## src/design/cpps_pkg.sv

```systemverilog
package cpps_pkg;

    localparam int MAX_VERTICES = 32;
    localparam int ADDR_W       = $clog2(MAX_VERTICES);
    localparam int CNT_W        = $clog2(MAX_VERTICES + 1);
    localparam int TOT_W        = CNT_W + 1;
    localparam int COORD_W      = 32;
    localparam int ENTRY_W      = 4 * COORD_W + 2;

    localparam logic signed [17:0] ONE_Q16     = 18'sd65536;
    localparam logic signed [17:0] NEG_ONE_Q16 = -18'sd65536;

    localparam logic [1:0] SIDE_COPLANAR = 2'd0;
    localparam logic [1:0] SIDE_FRONT    = 2'd1;
    localparam logic [1:0] SIDE_BACK     = 2'd2;

    localparam logic [1:0] MODE_FRONT = 2'd0;
    localparam logic [1:0] MODE_BACK  = 2'd1;
    localparam logic [1:0] MODE_BOTH  = 2'd2;

    typedef enum logic [2:0] {
        CFG_NORMAL_X      = 3'd0,
        CFG_NORMAL_Y      = 3'd1,
        CFG_NORMAL_Z      = 3'd2,
        CFG_PLANE_OFFSET  = 3'd3,
        CFG_TOLERANCE     = 3'd4,
        CFG_COPLANAR_MODE = 3'd5
    } cfg_index_t;

    typedef enum logic [2:0] {
        MUL_NONE,
        MUL_DX,
        MUL_DY,
        MUL_DZ,
        MUL_LX,
        MUL_LY,
        MUL_LZ
    } mul_op_t;

    typedef enum logic [1:0] {
        FIN_NONE,
        FIN_X,
        FIN_Y,
        FIN_Z
    } fin_t;

    typedef enum logic [4:0] {
        ST_IDLE,
        ST_MX,
        ST_MY,
        ST_MZ,
        ST_SUM,
        ST_DIST,
        ST_WR,
        ST_DECIDE,
        ST_EMPTY,
        ST_RD0,
        ST_LAT0,
        ST_RDN,
        ST_LATN,
        ST_EVTX,
        ST_DIVI,
        ST_DIV,
        ST_LX,
        ST_LY,
        ST_LZ,
        ST_LW,
        ST_ECRS,
        ST_NEXT,
        ST_DONE
    } state_t;

    typedef struct packed {
        logic    load_vtx;
        mul_op_t mul_op;
        logic    acc_load;
        logic    acc_add;
        logic    dist_load;
        logic    store_vtx;
        logic    rd_first;
        logic    latch_first;
        logic    rd_next;
        logic    latch_next;
        logic    emit_vtx;
        logic    emit_cross;
        logic    emit_empty;
        logic    div_start;
        logic    div_step;
        fin_t    fin;
        logic    advance;
        logic    clear;
    } cmd_t;

    typedef struct packed {
        logic fin;
        logic n_ge3;
        logic split;
        logic emit_any;
        logic crossing;
        logic last_edge;
        logic out_free;
        logic div_last;
    } status_t;

endpackage

```

## src/design/cpps_ctrl.sv

```systemverilog
module cpps_ctrl
    import cpps_pkg::*;
(
    input  logic    clk,
    input  logic    rst_n,
    input  logic    s_tvalid,
    output logic    s_tready,
    input  status_t status,
    output cmd_t    cmd
);

    state_t state_reg;
    state_t state_next;

    always_ff @(posedge clk or negedge rst_n)
    begin
        if (!rst_n)
        begin
            state_reg <= ST_IDLE;
        end
        else
        begin
            state_reg <= state_next;
        end
    end

    always_comb
    begin
        state_next = state_reg;
        cmd        = '0;
        cmd.mul_op = MUL_NONE;
        cmd.fin    = FIN_NONE;
        s_tready   = 1'b0;
        case (state_reg)
            ST_IDLE:
            begin
                s_tready = 1'b1;
                if (s_tvalid)
                begin
                    cmd.load_vtx = 1'b1;
                    state_next   = ST_MX;
                end
            end
            ST_MX:
            begin
                cmd.mul_op = MUL_DX;
                state_next = ST_MY;
            end
            ST_MY:
            begin
                cmd.mul_op   = MUL_DY;
                cmd.acc_load = 1'b1;
                state_next   = ST_MZ;
            end
            ST_MZ:
            begin
                cmd.mul_op  = MUL_DZ;
                cmd.acc_add = 1'b1;
                state_next  = ST_SUM;
            end
            ST_SUM:
            begin
                cmd.acc_add = 1'b1;
                state_next  = ST_DIST;
            end
            ST_DIST:
            begin
                cmd.dist_load = 1'b1;
                state_next    = ST_WR;
            end
            ST_WR:
            begin
                cmd.store_vtx = 1'b1;
                state_next    = status.fin ? ST_DECIDE : ST_IDLE;
            end
            ST_DECIDE:
            begin
                if (status.n_ge3 && (status.split || status.emit_any))
                begin
                    state_next = ST_RD0;
                end
                else
                begin
                    state_next = ST_EMPTY;
                end
            end
            ST_EMPTY:
            begin
                if (status.out_free)
                begin
                    cmd.emit_empty = 1'b1;
                    state_next     = ST_DONE;
                end
            end
            ST_RD0:
            begin
                cmd.rd_first = 1'b1;
                state_next   = ST_LAT0;
            end
            ST_LAT0:
            begin
                cmd.latch_first = 1'b1;
                state_next      = ST_RDN;
            end
            ST_RDN:
            begin
                cmd.rd_next = 1'b1;
                state_next  = ST_LATN;
            end
            ST_LATN:
            begin
                cmd.latch_next = 1'b1;
                state_next     = ST_EVTX;
            end
            ST_EVTX:
            begin
                if (status.out_free)
                begin
                    cmd.emit_vtx = 1'b1;
                    if (status.crossing)
                    begin
                        state_next = ST_DIVI;
                    end
                    else if (status.last_edge)
                    begin
                        state_next = ST_DONE;
                    end
                    else
                    begin
                        state_next = ST_NEXT;
                    end
                end
            end
            ST_DIVI:
            begin
                cmd.div_start = 1'b1;
                state_next    = ST_DIV;
            end
            ST_DIV:
            begin
                cmd.div_step = 1'b1;
                if (status.div_last)
                begin
                    state_next = ST_LX;
                end
            end
            ST_LX:
            begin
                cmd.mul_op = MUL_LX;
                state_next = ST_LY;
            end
            ST_LY:
            begin
                cmd.mul_op = MUL_LY;
                cmd.fin    = FIN_X;
                state_next = ST_LZ;
            end
            ST_LZ:
            begin
                cmd.mul_op = MUL_LZ;
                cmd.fin    = FIN_Y;
                state_next = ST_LW;
            end
            ST_LW:
            begin
                cmd.fin    = FIN_Z;
                state_next = ST_ECRS;
            end
            ST_ECRS:
            begin
                if (status.out_free)
                begin
                    cmd.emit_cross = 1'b1;
                    state_next     = status.last_edge ? ST_DONE : ST_NEXT;
                end
            end
            ST_NEXT:
            begin
                cmd.advance = 1'b1;
                state_next  = ST_RDN;
            end
            ST_DONE:
            begin
                cmd.clear  = 1'b1;
                state_next = ST_IDLE;
            end
            default:
            begin
                state_next = ST_IDLE;
            end
        endcase
    end

endmodule

```

## config.mk

```make
export PLATFORM = sky130hd
export DESIGN_NAME = cpps_ctrl
export DESIGN_NICKNAME = d
export VERILOG_FILES = /design/src/design/cpps_pkg.sv /design/src/design/cpps_ctrl.sv
export SDC_FILE = /design/constraint.sdc
export NUM_CORES = 1
export LEC_CHECK = 0
export BUFFER_PORTS_ARGS = -buffer_cell sky130_fd_sc_hd__buf_4
export CORE_UTILIZATION = 47
export DETAILED_ROUTE_END_ITERATION = 12
export GPL_TIMING_DRIVEN = 0
export PLACE_DENSITY = 0.79
export SETUP_SLACK_MARGIN = 0.05
export SYNTH_ARGS = -nofsm -noshare
export SYNTH_HDL_FRONTEND = slang
export SYNTH_SLANG_ARGS = --single-unit
export TNS_END_PERCENT = 20
```

## constraint.sdc

```tcl
create_clock -name clk -period 2.1 [get_ports clk]
set_clock_uncertainty 0.2 [all_clocks]
set_input_delay 0.21 -clock clk [delete_from_list [all_inputs] [get_ports clk]]
set_output_delay 0.21 -clock clk [all_outputs]
set_load 0.01 [all_outputs]
```

==> run_results.csv <==
group,metric,value,unit
outcome,outcome,"finished, final reports clean",
sta,fin_tns_setup,0,ns
yosys,synthArstFlopShare,100,%
yosys,synthAdderAreaFrac,0,%
final_layout,finalCoreUtilization,74.1,%
clock_network,clock-sinks,5,
flow_run,drv_cap,0,
critical_path,path_max_fanout,10,
drt,top_layer_used,"met4",
sta,maxSlewViolCount,0,
power_and_ir_drop,power,1530,uW
clock_network,clock_tree.root_cell,"clkbuf_4",
power_and_ir_drop,power.density,1360,nW/um2
drt,drt_wl_total,2370,um
die,die_width,42.7,um
clock_network,clk_latency,0.24,ns
yosys,synth_cells,112,
yosys,syn_nets,123,
critical_path,worstReg2RegStart,"state_reg[3]",
drt,m1WireLength,1040,um
drt,wl_met2,1070,um
sta,setup_viol,0,
clock_network,clkTransAtPathRegs,0.05,ns
critical_path,rr_worst_depth,6,
yosys,synthMuxAreaShare,0,%
clock_network,cts_buffers,3,
global_routing,grt_usage,26.9,%
die,die_area,1820,um2
yosys,yosys.area_share.simple,44.7,%
drt,vias,993,
place,io_buffers,32,
yosys,ys_ff_latch,5,
drt,firstDrtPassIters,4,
yosys,yosysWarnings,0,
yosys,syn_area_per_cell,6.95,um2
yosys,synth_ff_type,"dfrtp_1",
yosys,synth_compound_area_share,31.5,%
global_routing,grt_start_max_net_pins,11,
global_routing,overflow,0,
yosys,synth_edf_count,0,
sta,hold_violations,0,
global_routing,grt_pass1_wl,3860,um
yosys,netlist_top_cells_count,"12 x nand2_1, 12 x nor2_1, 9 x nand2b_1",
drt,wl_per_cell,14.3,um
die,die_y,42.7,um
global_routing,grt_antenna_before_repair,0,
final_layout,largest_register_ffs,5,
place,hpwl,1770,um
drt,drc,0,
yosys,syn_area,778,um2
yosys,synth_area_leaders,"dfrtp_1 16%, nand2b_1 7.2%, nand2_1 5.8%",
critical_path,worst_setup_path_end_kind,"output pin",
sta,max_freq,501,MHz
global_routing,grt_pass1_vias,851,
final_layout,drive_above_1_share,40.0,%
yosys,yosys.area_share.xor_xnor,0,%
clock_network,cts_setup_buffers,0,
sta,post-route-period-util,95.1,%
die,start_util,51.1,%
sta,max-slew-margin-rel,64.9,%
sta,period_minus_slack,2.00,ns
final_layout,final_nets,162,
yosys,ys_types,38,
place,gp_congestion,0.910,
die,num_rows,14,
drt,avgViaCountPerCell,5.98,
power_and_ir_drop,power_leakage,0.000537,uW
sta,rsz0062_at_grt,"yes",
yosys,synth_top_family_by_area,"simple AND/OR/NAND/NOR gates",
clock_network,cts_tree,"done",
hold_path,min_path_type,"primary input to asynchronous set/reset pin",
yosys,yosysTopAreaCell,"dfrtp_1",
final_layout,syn_to_final_growth,45.0,%
die,pin_count,33,
die,core,1520,um2
drt,wl_met3,212,um
yosys,netlist.area_leader.share,16.1,%
drt,drtIter0Drc,20,
critical_path,r2r_slack,0.20,ns
drt,antenna_left,0,
critical_path,worstPathRequired,1.69,ns
clock_network,clockBufferDepth,2,
power_and_ir_drop,irDropWorstVdd,0.807,mV
sta,tightest_slew,0.520,ns
critical_path,worst_setup_path_start_kind,"flip-flop",
final_layout,diodes,0,
critical_path,path_class,"flip-flop to output pin",
critical_path,worst_ep_arrival_time,1.59,ns
clock_network,htree_levels,1,
critical_path,worstReg2RegEnd,"state_reg[4]",
yosys,ys_seq_area_share,16.1,%
area by class of cell:
class,instances,area [um2]
plain buffers,11,67.6
clock buffers,4,26.3
fillers,129,395
inverters,2,7.51
multi-input cells,94,621
flip-flops and latches,5,126
well taps,16,20.0
repair buffers,34,260
worst max-delay path: stages, from the launching register on:
cell and delay [ns]:
dfrtp_2 0.46, clkbuf_4 0.20, buf_2 0.20, nor2_2 0.14, a21oi_1 0.05, nor3_1 0.14
buf_4 0.15
stage by stage:
step	instances	setup slack (ns)	instance area (um2)	hold slack, ns
finish	166	0.104	1130	0.114
CTS	166	0.0146	1090	0.112
floorplan	112	0.392	778	-0.286
detailed placement	160	0.216	1040	-0.185
global placement	160	0.197	1040	-0.189
global route	166	0.00244	1130	0.121
worst max path at each step:
stage                       startpoint            to  slack [ns]  depth (start not counted)
final                     state_reg[2]       cmd[15]        0.10                          6
after global placement    state_reg[3]  state_reg[2]        0.20                          5
after global routing      state_reg[2]        cmd[0]       0.002                          5
after CTS                 state_reg[3]        cmd[6]        0.01                          4
after floorplan           state_reg[4]        cmd[8]        0.39                          4
after detailed placement  state_reg[3]  state_reg[2]        0.22                          5
routing by layer:
metal | up-vias | GRT usage (%)
li1 | 482 | -
met1 | 442 | 38.5
met2 | 60 | 41.8
met3 | 9 | 5.11
met4 | 0 | 6.25
met5 | - | 0
layout by cell type, fill, tap and decap left out, types with 2 or more instances in the layout:
cell type / synthesis / final
buf_4: 1 / 33
nand2_1: 12 / 12
nor2_1: 12 / 11
nand2b_1: 9 / 8
clkbuf_4: 0 / 7
o21ai_0: 7 / 7
and3_1: 6 / 6
a21oi_1: 6 / 6
nor3_1: 6 / 5
buf_2: 6 / 4
dfrtp_1: 5 / 4
nor2b_1: 4 / 3
o21ai_2: 3 / 3
clkbuf_2: 0 / 2
inv_1: 2 / 2
nor3b_1: 2 / 2
a21o_1: 2 / 2
a221oi_1: 2 / 2
a31oi_1: 2 / 2
o22a_1: 2 / 2
dlygate4sd3_1: 0 / 2
power by group:
group,switching (uW),internal (uW)
registers,46.9,145
logic,693,535
clock network,40.4,71.9
total,780,752
cell families after synthesis:
family,count (synthesis)
simple gates,62
compound gates,32
flops,5
buf+inv,13
repair_timing:
| item | CTS | global route |
|---|---|---|
| hold endpoints to repair | 6 | 0 |
| hold buffers | 2 | 0 |
| pin swaps | 0 | 0 |
| resized for setup | 2 | 18 |
| endpoints found under the setup margin | 7 | 16 |
Note: power is estimated with default switching activity, not from simulation.
